### config.mk
export PLATFORM = sky130hd
export DESIGN_NAME = i2c_register_transaction_sequencer
export DESIGN_NICKNAME = d
export VERILOG_FILES = /design/src/hdl/i2cts_pkg.sv /design/src/hdl/i2cts_step.sv /design/src/hdl/i2c_register_transaction_sequencer.sv
export SDC_FILE = /design/constraint.sdc
export NUM_CORES = 1
export LEC_CHECK = 0
export BUFFER_PORTS_ARGS = -buffer_cell sky130_fd_sc_hd__buf_2
export CAP_MARGIN = 30
export CORE_ASPECT_RATIO = 0.75
export CORE_MARGIN = 8
export CORE_UTILIZATION = 35
export CTS_CLUSTER_DIAMETER = 50
export DETAILED_ROUTE_END_ITERATION = 10
export PLACE_DENSITY_LB_ADDON = 0.08
export SLEW_MARGIN = 20
export SYNTH_ARGS = -nofsm -noshare
export SYNTH_HDL_FRONTEND = slang
export SYNTH_SLANG_ARGS = --single-unit
### constraint.sdc
create_clock -name clk -period 4.8 [get_ports clk]
set_clock_uncertainty 0.05 [all_clocks]
set_input_delay 0.72 -clock clk [delete_from_list [all_inputs] [get_ports clk]]
set_output_delay 0.72 -clock clk [all_outputs]
set_load 0.05 [all_outputs]
### src/hdl/i2cts_pkg.sv
// Package for the I2C register transaction sequencer.
// Holds the transfer structs, sequencer phases, bus commands and status codes.
// No dependencies.
package i2cts_pkg;

    typedef struct packed {
        logic [1:0] action;
        logic [6:0] dev_addr;
        logic [7:0] reg_addr;
        logic [7:0] write_byte;
        logic [7:0] read_count;
        logic [7:0] bus_status;
        logic [7:0] bus_data;
    } req_t;

    typedef struct packed {
        logic [2:0] bus_cmd;
        logic [7:0] bus_byte;
        logic       read_valid;
        logic [7:0] read_byte;
        logic       done_res;
        logic [2:0] error_code;
    } rsp_t;

    typedef enum logic [3:0] {
        PH_IDLE,
        PH_W_START,
        PH_W_SLAW,
        PH_W_REG,
        PH_W_DATA,
        PH_R_START,
        PH_R_SLAW,
        PH_R_REG,
        PH_R_REP,
        PH_R_SLAR,
        PH_R_ACK,
        PH_R_NACK
    } phase_t;

    typedef struct packed {
        phase_t     phase;
        logic [6:0] device;
        logic [7:0] register;
        logic [7:0] write_data;
        logic [7:0] bytes_left;
    } seq_state_t;

    localparam logic [1:0] ACT_WRITE = 2'd0;
    localparam logic [1:0] ACT_READ  = 2'd1;
    localparam logic [1:0] ACT_STEP  = 2'd2;

    localparam logic [2:0] CMD_NONE      = 3'd0;
    localparam logic [2:0] CMD_START     = 3'd1;
    localparam logic [2:0] CMD_SEND      = 3'd2;
    localparam logic [2:0] CMD_RECV_ACK  = 3'd3;
    localparam logic [2:0] CMD_RECV_NACK = 3'd4;
    localparam logic [2:0] CMD_STOP      = 3'd5;

    localparam logic [2:0] ERR_OK        = 3'd0;
    localparam logic [2:0] ERR_START     = 3'd1;
    localparam logic [2:0] ERR_SLAW      = 3'd2;
    localparam logic [2:0] ERR_REG       = 3'd3;
    localparam logic [2:0] ERR_REP_DATA  = 3'd4;
    localparam logic [2:0] ERR_SLAR      = 3'd5;
    localparam logic [2:0] ERR_ACK_READ  = 3'd6;
    localparam logic [2:0] ERR_NACK_READ = 3'd7;

    localparam logic [7:0] STATUS_MASK     = 8'hF8;
    localparam logic [7:0] ST_START        = 8'h08;
    localparam logic [7:0] ST_REP_START    = 8'h10;
    localparam logic [7:0] ST_MT_SLA_ACK   = 8'h18;
    localparam logic [7:0] ST_MT_DATA_ACK  = 8'h28;
    localparam logic [7:0] ST_MR_SLA_ACK   = 8'h40;
    localparam logic [7:0] ST_MR_DATA_ACK  = 8'h50;
    localparam logic [7:0] ST_MR_DATA_NACK = 8'h58;

    localparam logic [7:0] MASK_RESET = 8'h80;

endpackage

### src/hdl/i2cts_step.sv
// Next-state and result logic of the I2C register transaction sequencer.
// One request in, the updated sequencer state and at most one response out.
// Depends on i2cts_pkg.
module i2cts_step (
    input  logic                   valid,
    input  i2cts_pkg::req_t        req,
    input  i2cts_pkg::seq_state_t  cur,
    input  logic [7:0]             addr_mask,
    output i2cts_pkg::seq_state_t  nxt,
    output logic                   rsp_valid,
    output i2cts_pkg::rsp_t        rsp
);
    import i2cts_pkg::*;

    logic [7:0] status;
    logic [7:0] sla;
    logic [7:0] count;
    logic [7:0] left_dec;

    assign status   = req.bus_status & STATUS_MASK;
    assign sla      = {cur.device, 1'b0};
    assign count    = (req.read_count == 8'd0) ? 8'd1 : req.read_count;
    assign left_dec = (cur.bytes_left != 8'd0) ? cur.bytes_left - 8'd1 : cur.bytes_left;

    always_comb
    begin
        nxt       = cur;
        rsp_valid = 1'b0;
        rsp       = '0;
        if (valid)
        begin
            if (req.action == ACT_WRITE || req.action == ACT_READ)
            begin
                if (cur.phase == PH_IDLE)
                begin
                    nxt.device     = req.dev_addr;
                    nxt.register   = req.reg_addr;
                    nxt.write_data = req.write_byte;
                    if (req.action == ACT_READ)
                    begin
                        nxt.bytes_left = count;
                        if (count > 8'd1)
                        begin
                            nxt.register = req.reg_addr | addr_mask;
                        end
                        nxt.phase = PH_R_START;
                    end
                    else
                    begin
                        nxt.phase = PH_W_START;
                    end
                    rsp_valid   = 1'b1;
                    rsp.bus_cmd = CMD_START;
                end
            end
            else if (req.action == ACT_STEP && cur.phase != PH_IDLE)
            begin
                rsp_valid = 1'b1;
                case (cur.phase)
                    PH_W_START, PH_R_START:
                    begin
                        if (status != ST_START)
                        begin
                            rsp.error_code = ERR_START;
                        end
                        else
                        begin
                            nxt.phase    = (cur.phase == PH_W_START) ? PH_W_SLAW : PH_R_SLAW;
                            rsp.bus_cmd  = CMD_SEND;
                            rsp.bus_byte = sla;
                        end
                    end
                    PH_W_SLAW, PH_R_SLAW:
                    begin
                        if (status != ST_MT_SLA_ACK)
                        begin
                            rsp.error_code = ERR_SLAW;
                        end
                        else
                        begin
                            nxt.phase    = (cur.phase == PH_W_SLAW) ? PH_W_REG : PH_R_REG;
                            rsp.bus_cmd  = CMD_SEND;
                            rsp.bus_byte = cur.register;
                        end
                    end
                    PH_W_REG:
                    begin
                        if (status != ST_MT_DATA_ACK)
                        begin
                            rsp.error_code = ERR_REG;
                        end
                        else
                        begin
                            nxt.phase    = PH_W_DATA;
                            rsp.bus_cmd  = CMD_SEND;
                            rsp.bus_byte = cur.write_data;
                        end
                    end
                    PH_W_DATA:
                    begin
                        if (status != ST_MT_DATA_ACK)
                        begin
                            rsp.error_code = ERR_REP_DATA;
                        end
                        else
                        begin
                            nxt.phase    = PH_IDLE;
                            rsp.bus_cmd  = CMD_STOP;
                            rsp.done_res = 1'b1;
                        end
                    end
                    PH_R_REG:
                    begin
                        if (status != ST_MT_DATA_ACK)
                        begin
                            rsp.error_code = ERR_REG;
                        end
                        else
                        begin
                            nxt.phase   = PH_R_REP;
                            rsp.bus_cmd = CMD_START;
                        end
                    end
                    PH_R_REP:
                    begin
                        if (status != ST_REP_START)
                        begin
                            rsp.error_code = ERR_REP_DATA;
                        end
                        else
                        begin
                            nxt.phase    = PH_R_SLAR;
                            rsp.bus_cmd  = CMD_SEND;
                            rsp.bus_byte = sla | 8'd1;
                        end
                    end
                    PH_R_SLAR:
                    begin
                        if (status != ST_MR_SLA_ACK)
                        begin
                            rsp.error_code = ERR_SLAR;
                        end
                        else if (cur.bytes_left > 8'd1)
                        begin
                            nxt.phase   = PH_R_ACK;
                            rsp.bus_cmd = CMD_RECV_ACK;
                        end
                        else
                        begin
                            nxt.phase   = PH_R_NACK;
                            rsp.bus_cmd = CMD_RECV_NACK;
                        end
                    end
                    PH_R_ACK:
                    begin
                        if (status != ST_MR_DATA_ACK)
                        begin
                            rsp.error_code = ERR_ACK_READ;
                        end
                        else
                        begin
                            nxt.bytes_left = left_dec;
                            rsp.read_valid = 1'b1;
                            rsp.read_byte  = req.bus_data;
                            if (left_dec > 8'd1)
                            begin
                                nxt.phase   = PH_R_ACK;
                                rsp.bus_cmd = CMD_RECV_ACK;
                            end
                            else
                            begin
                                nxt.phase   = PH_R_NACK;
                                rsp.bus_cmd = CMD_RECV_NACK;
                            end
                        end
                    end
                    PH_R_NACK:
                    begin
                        if (status != ST_MR_DATA_NACK)
                        begin
                            rsp.error_code = ERR_NACK_READ;
                        end
                        else
                        begin
                            nxt.bytes_left = 8'd0;
                            nxt.phase      = PH_IDLE;
                            rsp.bus_cmd    = CMD_STOP;
                            rsp.read_valid = 1'b1;
                            rsp.read_byte  = req.bus_data;
                            rsp.done_res   = 1'b1;
                        end
                    end
                    default:
                    begin
                        nxt.phase = PH_IDLE;
                        rsp_valid = 1'b0;
                    end
                endcase
                // A failed status check ends the transaction without a stop.
                if (rsp.error_code != ERR_OK)
                begin
                    nxt.phase    = PH_IDLE;
                    rsp.done_res = 1'b1;
                end
            end
        end
    end

endmodule

### src/hdl/i2c_register_transaction_sequencer.sv
// Top level of the I2C register transaction sequencer.
// Request register, sequencer state, response register and the mask register.
// Depends on i2cts_pkg and i2cts_step.
//
// Usage:
// Requests arrive on req (req_valid / req_stall): start-write, start-read, or a
// bus completion event carrying the engine's status and received byte. Each
// accepted request yields zero or one response on rsp (rsp_valid / rsp_stall)
// with the next bus command, the byte to send, any received byte, and the
// done flag with an error code. Requests that cause no response (a start while
// busy, a completion while idle, an unused action code) are dropped silently.
// A request sits in an input register and its response is registered: the
// request passes the input register, then the response register, before its
// response is offered on rsp.
// One request is taken every cycle as long as the response register is empty
// or being taken in the same cycle; the single response register sets that.
// When the receiver stalls, the response holds and req_stall rises once the
// input register is also full. The cfg channel writes the multi-byte read
// address mask and is always ready; write it only while the block is idle.
// Reset clears the sequencer to idle, empties both registers and sets the
// mask to 0x80.
module i2c_register_transaction_sequencer (
    input  logic             clk,
    input  logic             rst_n,
    input  logic             req_valid,
    output logic             req_stall,
    input  i2cts_pkg::req_t  req,
    output logic             rsp_valid,
    input  logic             rsp_stall,
    output i2cts_pkg::rsp_t  rsp,
    input  logic             cfg_valid,
    output logic             cfg_ready,
    input  logic [7:0]       cfg_data
);
    import i2cts_pkg::*;

    logic        req_vld_reg;
    req_t        req_q_reg;
    seq_state_t  state_reg;
    seq_state_t  state_next;
    logic        rsp_vld_reg;
    rsp_t        rsp_q_reg;
    logic [7:0]  mask_reg;
    logic        advance;
    logic        step_valid;
    rsp_t        step_rsp;

    // The held request moves on when the response register can take a result.
    assign advance   = req_vld_reg && (!rsp_vld_reg || !rsp_stall);
    assign req_stall = req_vld_reg && !advance;
    assign cfg_ready = 1'b1;
    assign rsp_valid = rsp_vld_reg;
    assign rsp       = rsp_q_reg;

    i2cts_step u_step (
        .valid     (advance),
        .req       (req_q_reg),
        .cur       (state_reg),
        .addr_mask (mask_reg),
        .nxt       (state_next),
        .rsp_valid (step_valid),
        .rsp       (step_rsp)
    );

    always_ff @(posedge clk or negedge rst_n)
    begin
        if (!rst_n)
        begin
            req_vld_reg <= 1'b0;
            rsp_vld_reg <= 1'b0;
            mask_reg    <= MASK_RESET;
            state_reg   <= '{phase: PH_IDLE, device: '0, register: '0,
                             write_data: '0, bytes_left: '0};
        end
        else
        begin
            if (cfg_valid && cfg_ready)
            begin
                mask_reg <= cfg_data;
            end
            if (!req_stall)
            begin
                req_vld_reg <= req_valid;
            end
            if (advance)
            begin
                state_reg   <= state_next;
                rsp_vld_reg <= step_valid;
            end
            else if (!rsp_stall)
            begin
                rsp_vld_reg <= 1'b0;
            end
        end
    end

    always_ff @(posedge clk)
    begin
        if (!req_stall && req_valid)
        begin
            req_q_reg <= req;
        end
        if (advance && step_valid)
        begin
            rsp_q_reg <= step_rsp;
        end
    end

endmodule
# After elaboration in Yosys (flattened, before gate mapping)
# Index checks and enable logic that the tools add are counted.
# Widths: inputs -> output; s select.
word_totals:
  ff_bits: 118
  in_bits: 62
  word_cells: 159
op_classes:
  n_addsub: 1
  order_cmp: 3
  n_eq_ne: 34
  muxes: 70
  n_bitwise: 3
  reduce_logical: 27
ops:
  columns: ["op", "n"]
  rows:
  - ["$mux 8", 9]
  - ["$mux 3", 18]
  - ["$mux 10", 5]
  - ["$mux 4", 12]
  - ["$ne 4x3->1 const B", 9]
  - ["$pmux 4 s9", 1]
  - ["$mux 35", 1]
  - ["$pmux 8 s4", 1]
  - ["$pmux 3 s9", 1]
  - ["$gt 8x1->1 const B", 3]
  - ["$mux 24", 1]
  - ["$pmux 3 s8", 1]
  - ["$pmux 9 s2", 1]
  - ["$eq 4x3->1 const B", 4]
  - ["$eq 4x4->1 const B", 4]
  - ["$pmux 8 s2", 1]
  - ["$ne 5x4->1 const B", 3]
  - ["$mux 1", 14]
  - ["$reduce_and 12->1", 1]
  - ["$reduce_or 11->1", 1]
  - ["$ne 5x2->1 const B", 2]
  - ["$mux 9", 1]
  - ["$eq 4x2->1 const B", 2]
  - ["$logic_not 8->1", 1]
  - ["other kinds (26)", 41]

# Logic depth before layout (Yosys ltp)
# Gate-level depths: netlist of the first run.
logic_depth:
  word_depth: 10
  depth_mapped: 9
  mapped_depth_nobuf: 8

# By module
# A second synthesis of the first run with hierarchy kept.
unflattened:
  cells_unflattened: 477
  hier_area_um2: 5930.7
by_module_without_submodules:
  columns: ["mod", "instances", "cells_per_inst", "area_per_inst_um2"]
  rows:
  - ["i2c_register_transaction_sequencer", 1, 177, 4048.9]
  - ["i2cts_step", 1, 300, 1881.8]

# Worst setup path after synthesis of the first run
# OpenSTA, ideal clock, no wires.
synth_path:
  path_type: "reg-to-reg"
  from: "register state_reg[0] in the netlist's numbering"
  to: "register state_reg[31] in the netlist's numbering"
  arrival_time_ns: 2.296
  setup_slack_ns: 2.320
  stages_incl_launch_ff: 9
  n_path_buf: 0
  period_less_slack_ns: 2.480
  cell_sequence: "dfrtp_1 -> inv_1 -> ha_1 -> or4b_2 -> or2_2 -> o31ai_1 -> a211oi_1 -> a2111oi_0 -> nor3_1"
synth_between:
  elab_chain_cells: 9
  elab_cells_between_ends: 13
  cone_classes: "add/sub: 1; order compare: 2; mux: 9; reduce/logical: 1"
synth_rtl:
  columns: ["item", "line_no", "text"]
  rows:
  - ["start, declared", "i2c_register_transaction_sequencer.sv:39", "seq_state_t state_reg;"]
  - ["start signal, assigned", "i2c_register_transaction_sequencer.sv:72", "state_reg <= '{phase: PH_IDLE, device: '0, register: '0,"]
  - ["start signal, assigned", "i2c_register_transaction_sequencer.sv:87", "state_reg <= state_next;"]
  - ["$sub 8x1->8 / $reduce_bool 8->1 (equally long branches)", "i2cts_step.sv:23", "assign left_dec = (cur.bytes_left != 8'd0) ? cur.bytes_left - 8'd1 : cur.bytes_left;"]
  - ["$mux 8", "i2cts_step.sv:23", null]
  - ["$gt 8x1->1", "i2cts_step.sv:165", "if (left_dec > 8'd1)"]
  - ["$mux 1", "i2cts_step.sv:165", null]
  - ["$mux 4", "i2cts_step.sv:156", "if (status != ST_MR_DATA_ACK)"]
  - ["$pmux 4 s9 *", "i2cts_step.sv:59", "case (cur.phase)"]
  - ["$mux 4 *", "i2cts_step.sv:200", "if (rsp.error_code != ERR_OK)"]
  - ["$mux 4 *", "i2cts_step.sv:56", "else if (req.action == ACT_STEP && cur.phase != PH_IDLE)"]
  - ["$mux 4 *", "i2cts_step.sv:32", "if (req.action == ACT_WRITE || req.action == ACT_READ)"]
# Mark *: on every way between the ends. The rest lies on a longest branch, timed or not. The select of a mux whose other input is x is not followed.
# A chain may end at the register's enable or synchronous reset.

# Worst setup path in the final report of the first run
layout_path:
  from: "register req_q_reg[15] in the netlist's numbering"
  to: "register rsp_q_reg, in the netlist rsp[23], data pin"
layout_between:
  elab_chain_cells: 5
  elab_cells_between_ends: 11
  cone_classes: "eq/ne: 4; mux: 7"
layout_rtl:
  columns: ["item", "line_no", "text"]
  rows:
  - ["start, declared", "i2c_register_transaction_sequencer.sv:38", "req_t req_q_reg;"]
  - ["start signal, assigned", "i2c_register_transaction_sequencer.sv:101", "req_q_reg <= req;"]
  - ["$ne 5x4->1 (tied with other cells)", "i2cts_step.sv:179", "if (status != ST_MR_DATA_NACK)"]
  - ["$mux 3 (on tied branches)", null, null]
  - ["$pmux 3 s9 *", "i2cts_step.sv:59", null]
  - ["$mux 24 *", "i2cts_step.sv:56", null]
  - ["$mux 3 *", "i2cts_step.sv:32", null]
  - ["end signal, assigned", "i2c_register_transaction_sequencer.sv:105", "rsp_q_reg <= step_rsp;"]
  - ["end, declared", "i2c_register_transaction_sequencer.sv:42", "rsp_t rsp_q_reg;"]
# Mark *: on every way between the ends. The rest lies on a longest branch, timed or not.

==> run_results.csv, run 1 <==
group,metric,value,unit
critical_path,ff2ff_setup_slack,1.66,ns
drt,routed.top_layer,"met4",
die,dieHeight,120,um
critical_path,worst_setup_path_end_kind,"register",
drt,route.met2.wl,5.22,mm
final_layout,final_cell_mix,"buf_2, edfxtp_1, dfrtp_1",
global_routing,grt_pass1_wl,20.4,mm
place,placedInstanceArea,0.00569,mm^2
final_layout,finalNetCount,566,
critical_path,cp_max_fo,18,
clock_tree,numCtsBuffers,17,
clock_tree,clk_path_buf_depth,2,
logic_synthesis,syn-num-nets,478,
logic_synthesis,synth_edf_count,70,
global_routing,grt_max_degree,46,
timing,grt_setup_unrepaired,"no",
logic_synthesis,yosysWarnings,0,
min_path,min_path_type,"in -> async",
die,rows,38,
timing,setup_violations,0,
drt,dr_total_vias,3685,
drt,met3_length,744,um
logic_synthesis,synth-seq-cells,115,
critical_path,r2r-end,"rsp[23]$_SDFFCE_PP0P_",
die,die_w,155,um
timing,finalHoldViolCount,0,
final_layout,post-route-cell-area,0.00630,mm^2
timing,worstMarginPinSlew,0.740,ns
final_layout,syn2layout_area_growth,24.5,%
timing,fin_crit,3.14,ns
clock_tree,cts.sinks,115,
global_routing,grt_pass1_vias,3824,
logic_synthesis,netlist_instances,412,
logic_synthesis,yosysSeqAreaShare,63.8,%
place,place_ws,1.77,ns
critical_path,crit_arrival,3.31,ns
drt,drc,0,
power,power_density,614,mW/mm^2
critical_path,crit_path_end,"rsp[23]$_SDFFCE_PP0P_",
drt,wl_met1,6.40,mm
drt,totalWireLength,12.5,mm
drt,ant_nets,0,
drt,drt_iter0_markers,196,
critical_path,r2r_start,"req_q_reg[15]$_DFFE_PP_",
clock_tree,clk_pin_slew,0.06,ns
critical_path,critPathLaunch,"req_q_reg[15]$_DFFE_PP_",
global_routing,grt_usage,14.0,%
place,numPortBuffers,84,
drt,viasPerCell,5.17,
drt,dr.pass1.iters,4,
die,ioPinCount,89,
critical_path,startpoint_type,"register",
logic_synthesis,synthArstFlopShare,39.1,%
logic_synthesis,ys_types,58,
timing,maxSlewViolCount,0,
clock_tree,cts_root_buffer,"clkbuf_16",
clock_tree,cts_tree,"yes",
die,core,0.0143,mm^2
timing,post-route-period-util,65.4,%
place,dpl.hpwl,8.82,mm
global_routing,grt_antenna_before_repair,0,
timing,setup_ws,1.66,ns
timing,fmaxAchievable,318,MHz
global_routing,globalRoute.totalOverflow,0,
clock_tree,postCtsSetupRepairBufs,0,
outcome,status,"complete, no violations",
critical_path,path_class,"reg -> reg",
final_layout,largest_reg_flops,46,
clock_tree,cts_resized,0,
critical_path,required,4.97,ns
clock_tree,ctsHoldBuffers,0,
final_layout,antennaDiodeCount,0,
die,start_util,35.4,%
place,gp_congestion,0.873,
timing,fin_setup_tns,0,ns
power,p_leak,2.42,nW
die,die_area,0.0186,mm^2
logic_synthesis,ys_dominant_reg_cell,"edfxtp_1",
logic_synthesis,syn_area_per_cell,12.3,um^2
final_layout,drive_gt1_share,30.0,%
drt,post_drt_wl_per_cell,17.6,um
logic_synthesis,synth.cell_area,0.00506,mm^2
critical_path,r2r_cells,6,
job,maxCapViolCount,0,
power,totalPowerFinal,3.87,mW
timing,slew-limit-headroom,50.6,%
power,irDropWorstVdd,0.276,mV
clock_tree,worstSkewPairLatency,0.41,ns
final_layout,mostFrequentLayoutCell,"buf_2",
clock_tree,h-tree-depth,4,
==> per-stage QoR <==
stage	hold slack, ns	util (%)	instances
2_1_floorplan	0.374	-	412
3_3_place_gp	0.413	39.6	678
3_5_place_dp	0.414	39.8	680
4_1_cts	0.368	43.8	712
5_1_grt	0.394	44.0	713
6_report	0.356	44.0	713
==> worst min-delay path by stage <==
stage                       startpoint                         to  slack, ns  cells past startpoint
3_3_place_gp   req_q_reg[44]$_DFFE_PP_  state_reg[28]$_DFFE_PN0P_       0.41                      1
5_1_grt                          rst_n  state_reg[11]$_DFFE_PN0P_       0.39                      2
2_1_floorplan                    rst_n    mask_reg[0]$_DFFE_PN0P_       0.37                      0
4_1_cts                          rst_n  state_reg[11]$_DFFE_PN0P_       0.37                      2
3_5_place_dp   req_q_reg[44]$_DFFE_PP_  state_reg[28]$_DFFE_PN0P_       0.41                      1
6_report                         rst_n  state_reg[11]$_DFFE_PN0P_       0.36                      2
==> logic make-up after synthesis <==
logic type,after synthesis,share of synthesized area (%)
and+or+nand+nor,120,12.7
DFF,115,63.8
AOI/OAI and AO/OA,111,13.9
buffers and inverters,35,2.96
muxes,23,5.11
adders and majority gates,4,0.988
xor gates and xnor gates,3,0.519
other,1,0.0741
==> synthesized netlist by cell type, drive strengths merged (2+ instances only) <==
cell	count	share of area [%]
nand2	17	1.3
mux2	23	5.1
nor4	7	0.86
a22o	3	0.52
o21ai	22	2.2
clkbuf	14	1.0
a21oi	41	4.1
or4	2	0.30
nor2	28	2.1
nand4	4	0.49
and3	2	0.25
a22oi	10	1.5
edfxtp	70	42
nor3	6	0.59
buf	7	0.89
or3	5	0.62
o211ai	3	0.44
or4b	2	0.40
dfrtp	44	22
nand3	17	1.7
nand2b	8	0.99
a32oi	3	0.52
or2	3	0.37
a211oi	4	0.59
o41ai	2	0.35
a31oi	7	0.86
o22ai	2	0.25
xor2	2	0.35
ha	4	0.99
nor2b	4	0.49
o2111ai	2	0.35
and2	8	0.99
inv	14	1.0
nor4b	3	0.64
==> report_power, final <==
group | internal, mW | switching (mW) | total [mW]
clock | 0.772 | 0.467 | 1.24
sequential | 1.30 | 0.216 | 1.51
combinational | 0.400 | 0.717 | 1.12
total | 2.47 | 1.40 | 3.87
==> per-layer routing <==
metal / GRT usage, % / vias up
met1: 20.1 / 1799
met4: 5.43 / 0
met2: 19.5 / 129
met3: 4.09 / 16
met5: 0 / -
li1: - / 1741
==> area by class of cell <==
cell class	count	area, um^2
Multi-Input combinational cell	262	1690
Sequential cell	115	3230
Tap cell	200	250
Inverter	14	52.6
Clock inverter	13	148
Timing Repair Buffer	90	498
Clock buffer	19	433
Fill cell	1371	8010
==> worst max-delay path, stage by stage (launching register included) <==
cell,delay [ns]
edfxtp_1,0.51
or3b_1,0.45
or3_1,0.34
a221oi_2,0.43
and3_1,0.70
o21ai_0,0.21
a31oi_1,0.26
Note: power is estimated with default switching activity, not from simulation.
==> inputs of run 2 (changes only) <==
==> constraint.sdc (replaced) <==
create_clock -name clk -period 3 [get_ports clk]
set_clock_uncertainty 0.05 [all_clocks]
set_input_delay 0.45 -clock clk [delete_from_list [all_inputs] [get_ports clk]]
set_output_delay 0.45 -clock clk [all_outputs]
set_load 0.05 [all_outputs]
==> run_results.csv, run 2 (synthesis results as in run 1) <==
group,metric,value,unit
critical_path,path_class,"reg -> reg",
clock_tree,postCtsSetupRepairBufs,0,
power,pwr-share-comb,30.2,%
die,core,0.0143,mm^2
global_routing,grt_usage,14.2,%
final_layout,finalNetCount,582,
timing,fmaxAchievable,348,MHz
power,power_density,992,mW/mm^2
drt,drt_iter0_markers,378,
critical_path,ff2ff_setup_slack,0.13,ns
die,rows,38,
timing,finalHoldViolCount,0,
timing,slew-limit-headroom,54.7,%
final_layout,largest_reg_flops,46,
global_routing,grt_pass1_wl,20.5,mm
clock_tree,worstSkewPairLatency,0.41,ns
die,die_w,155,um
power,pwr-share-seq,37.0,%
global_routing,grt_antenna_before_repair,0,
timing,grt_setup_unrepaired,"no",
die,start_util,35.4,%
clock_tree,h-tree-depth,4,
power,p_leak,2.51,nW
drt,ant_nets,0,
min_path,min_path_type,"in -> reg",
final_layout,antennaDiodeCount,0,
timing,fin_crit,2.87,ns
drt,viasPerCell,5.06,
die,ioPinCount,89,
drt,totalWireLength,12.6,mm
timing,fin_setup_tns,0,ns
critical_path,required,3.22,ns
critical_path,crit_path_end,"state_reg[31]$_DFFE_PN0P_",
clock_tree,cts_root_buffer,"clkbuf_16",
power,irDropWorstVdd,0.458,mV
global_routing,grt_max_degree,33,
critical_path,worst_setup_path_end_kind,"register",
global_routing,globalRoute.totalOverflow,0,
final_layout,post-route-cell-area,0.00645,mm^2
drt,dr.pass1.iters,5,
timing,maxSlewViolCount,0,
final_layout,fillers,1316,
power,p_int,4.10,mW
clock_tree,clk_pin_slew,0.06,ns
final_layout,mostFrequentLayoutCell,"buf_2",
clock_tree,cts_tree,"yes",
timing,worstMarginPinSlew,0.676,ns
final_layout,final_cell_mix,"buf_2, edfxtp_1, dfrtp_1",
clock_tree,numCtsBuffers,17,
outcome,status,"complete, no violations",
critical_path,critPathLaunch,"state_reg[1]$_DFFE_PN0P_",
critical_path,crit_arrival,3.09,ns
drt,post_drt_wl_per_cell,17.3,um
critical_path,cp_max_fo,7,
global_routing,grt_pass1_vias,3800,
drt,dr_total_vias,3692,
timing,post-route-period-util,95.7,%
power,p_sw,2.30,mW
place,gp_congestion,0.912,
critical_path,startpoint_type,"register",
power,clockPowerShare,32.8,%
final_layout,drive_gt1_share,31.9,%
critical_path,r2r_start,"state_reg[1]$_DFFE_PN0P_",
job,maxCapViolCount,0,
place,numPortBuffers,84,
critical_path,r2r_cells,8,
timing,setup_violations,0,
drt,drc,0,
clock_tree,cts.sinks,115,
die,die_area,0.0186,mm^2
place,dpl.hpwl,9.12,mm
die,dieHeight,120,um
critical_path,r2r-end,"state_reg[31]$_DFFE_PN0P_",
final_layout,syn2layout_area_growth,27.3,%
clock_tree,clk_path_buf_depth,2,
power,p_sw_share,36.0,%
place,placedInstanceArea,0.00582,mm^2
-- run 2: per-stage QoR --
stage          utilization, %  power (mW)  hold slack, ns  setup WS [ns]  instances
2_1_floorplan               -        3.72           0.104          0.520        412
3_3_place_gp             40.5        4.27           0.412          0.188        695
3_5_place_dp             40.7        4.30           0.407          0.204        696
4_1_cts                  45.1        6.43           0.145          0.178        729
5_1_grt                  45.1        6.76           0.138         0.0258        729
6_report                 45.1        6.40           0.164          0.130        729
-- run 2: area by class of cell --
type	count	area, um^2	area share (%)
Clock buffer	19	454	7.04
Tap cell	200	250	3.88
Timing Repair Buffer	106	613	9.51
Clock inverter	13	163	2.52
Inverter	14	52.6	0.815
Multi-Input combinational cell	262	1690	26.1
Sequential cell	115	3230	50.1
-- run 2: worst min path at each step --
stage / from / endpoint / slack (ns) / depth (start not counted)
2_1_floorplan: rst_n / mask_reg[0]$_DFFE_PN0P_ / 0.10 / 0
3_3_place_gp: req_q_reg[29]$_DFFE_PP_ / state_reg[13]$_DFFE_PN0P_ / 0.41 / 1
3_5_place_dp: rst_n / state_reg[3]$_DFFE_PN0P_ / 0.41 / 1
4_1_cts: req[37] / req_q_reg[37]$_DFFE_PP_ / 0.14 / 1
5_1_grt: req[31] / req_q_reg[31]$_DFFE_PP_ / 0.14 / 1
6_report: req[5] / req_q_reg[5]$_DFFE_PP_ / 0.16 / 1
-- run 2: power groups by stage --
stage	clock network, mW	logic [mW]	registers (mW)
global placement	0	1.88	2.39
CTS	2.15	1.92	2.37
detailed placement	0	1.91	2.39
finish	2.10	1.93	2.37
global route	2.22	2.13	2.42
floorplan	0	1.24	2.48
-- run 2: repair_timing --
action                                 CTS  global route
endpoints found under the hold margin   17             0
gates resized for setup                  0             0
hold buffers                             1             0
-- run 2: worst max-delay path: stages, from the launching register on --
cell and delay, ns:
dfrtp_1 0.44, inv_1 0.13, ha_1 0.14, or4b_2 0.61, or2_2 0.35, o31ai_1 0.24
a211oi_1 0.12, a2111oi_0 0.56, nor3_1 0.08
-- run 2: per-layer routing --
metal  GRT usage, %  routed length [um]  share of wire [%]
met5              0                   0                  0
met4           4.33                 130                1.0
met3           5.46                 989                7.8
met2           18.8                5090                 40
met1           20.8                6420                 51
==> inputs of run 3 (changes only) <==
--- a/config.mk
+++ b/config.mk
@@ -16,4 +16,5 @@
 export SLEW_MARGIN = 20
 export SYNTH_ARGS = -nofsm -noshare
 export SYNTH_HDL_FRONTEND = slang
+export SYNTH_HIERARCHICAL = 1
 export SYNTH_SLANG_ARGS = --single-unit
==> run_results.csv, run 3 <==
group,metric,value,unit
clock_tree,clk_path_buf_depth,2,
drt,drc,0,
drt,dr.pass1.iters,5,
clock_tree,cts_resized,0,
global_routing,grt_pass1_wl,23.9,mm
place,place_ws,0.402,ns
final_layout,mostFrequentLayoutCell,"buf_2",
logic_synthesis,syn-num-nets,540,
critical_path,cp_max_fo,8,
timing,setup_violations,0,
drt,viasPerCell,5.18,
timing,worstMarginPinSlew,0.800,ns
timing,post-route-period-util,88.8,%
clock_tree,cts_tree,"yes",
final_layout,final_cell_mix,"buf_2, edfxtp_1, dfrtp_1",
power,power_density,794,mW/mm^2
clock_tree,numCtsBuffers,17,
place,dpl.hpwl,10.8,mm
clock_tree,ctsHoldBuffers,0,
timing,grt_setup_unrepaired,"no",
final_layout,drive_gt1_share,35.1,%
drt,dr_total_vias,4168,
global_routing,grt_antenna_before_repair,0,
timing,maxSlewViolCount,0,
final_layout,fillers,1574,
clock_tree,cts_root_buffer,"clkbuf_16",
die,ioPinCount,89,
global_routing,grt_pass1_vias,4312,
final_layout,largest_reg_flops,46,
power,p_leak,2.84,nW
logic_synthesis,netlist_instances,474,
die,die_area,0.0211,mm^2
clock_tree,postCtsSetupRepairBufs,0,
timing,slew-limit-headroom,46.7,%
power,irDropWorstVdd,0.364,mV
die,start_util,35.2,%
critical_path,crit_arrival,2.92,ns
global_routing,grt_usage,14.9,%
logic_synthesis,syn_area_per_cell,12.3,um^2
drt,drt_iter0_markers,368,
timing,fin_crit,2.66,ns
timing,finalHoldViolCount,0,
critical_path,worst_setup_path_end_kind,"register",
die,core,0.0166,mm^2
final_layout,syn2layout_area_growth,21.5,%
critical_path,path_class,"reg -> reg",
logic_synthesis,synth.cell_area,0.00584,mm^2
drt,ant_nets,0,
critical_path,ff2ff_setup_slack,0.34,ns
min_path,min_path_type,"in -> async",
timing,setup_ws,0.335,ns
die,dieHeight,128,um
global_routing,globalRoute.totalOverflow,0,
final_layout,finalNetCount,642,
die,rows,41,
critical_path,startpoint_type,"register",
drt,totalWireLength,15.0,mm
outcome,status,"complete, no violations",
drt,post_drt_wl_per_cell,18.7,um
global_routing,grt_max_degree,37,
place,numPortBuffers,84,
critical_path,required,3.25,ns
final_layout,antennaDiodeCount,0,
timing,fin_setup_tns,0,ns
clock_tree,cts.sinks,115,
die,die_w,165,um
place,gp_congestion,0.865,
clock_tree,h-tree-depth,4,
timing,fmaxAchievable,375,MHz
logic_synthesis,yosysWarnings,6,
clock_tree,worstSkewPairLatency,0.42,ns
clock_tree,clk_pin_slew,0.05,ns
job,maxCapViolCount,0,
==> run 3: metrics by stage <==
stage	power [mW]	cell area, um^2	hold slack (ns)	utilization (%)	std cells
after floorplan	3.45	5840	0.104	-	474
after detailed placement	3.83	6570	0.454	39.7	772
after global routing	5.96	7100	0.119	42.8	804
final	5.64	7100	0.0637	42.8	804
after CTS	5.69	7100	0.0917	42.8	804
after global placement	3.81	6570	0.440	39.6	771
==> run 3: cell type report <==
| class | count | area (um^2) | share of cell area [%] |
|---|---|---|---|
| sequential | 115 | 3230 | 45.5 |
| multi-input combinational | 320 | 2400 | 33.8 |
| timing repair buffer | 111 | 633 | 8.92 |
| clock buffer | 25 | 465 | 6.56 |
| tap | 215 | 269 | 3.79 |
| clock inverter | 7 | 60.1 | 0.846 |
| inverter | 11 | 41.3 | 0.582 |
==> run 3: power breakdown <==
part	internal [mW]	switching (mW)
Combinational	0.764	0.738
Clock	1.15	0.680
Sequential	2.00	0.306
==> run 3: critical path, stage by stage, from the launching register on <==
cell and delay, ns:
edfxtp_1 0.49, or3b_1 0.51, nor4_2 0.54, nor2_1 0.12
o21ai_2 0.22, o211ai_1 0.13, a22o_1 0.25, mux2_4 0.25
==> run 3: final timing paths <==
path                                            end               startpoint  cells past startpoint
max reg2reg                state_reg[6]$_DFFE_PN0P_  req_q_reg[15]$_DFFE_PP_                      7
max in group asynchronous   mask_reg[7]$_DFFE_PN1P_                    rst_n                      2
max                        state_reg[6]$_DFFE_PN0P_  req_q_reg[15]$_DFFE_PP_                      7
min                        state_reg[6]$_DFFE_PN0P_                    rst_n                      1
min reg2reg                 mask_reg[0]$_DFFE_PN0P_  mask_reg[0]$_DFFE_PN0P_                      1
min in group clk            req_q_reg[20]$_DFFE_PP_                  req[20]                      1
==> run 3: layer usage <==
layer	up-vias	wire length (um)	GRT usage, %
li1	2003	-	-
met1	1999	7890	22.3
met2	149	5850	19.3
met3	17	1130	5.07
met4	0	145	5.34
met5	-	0	0
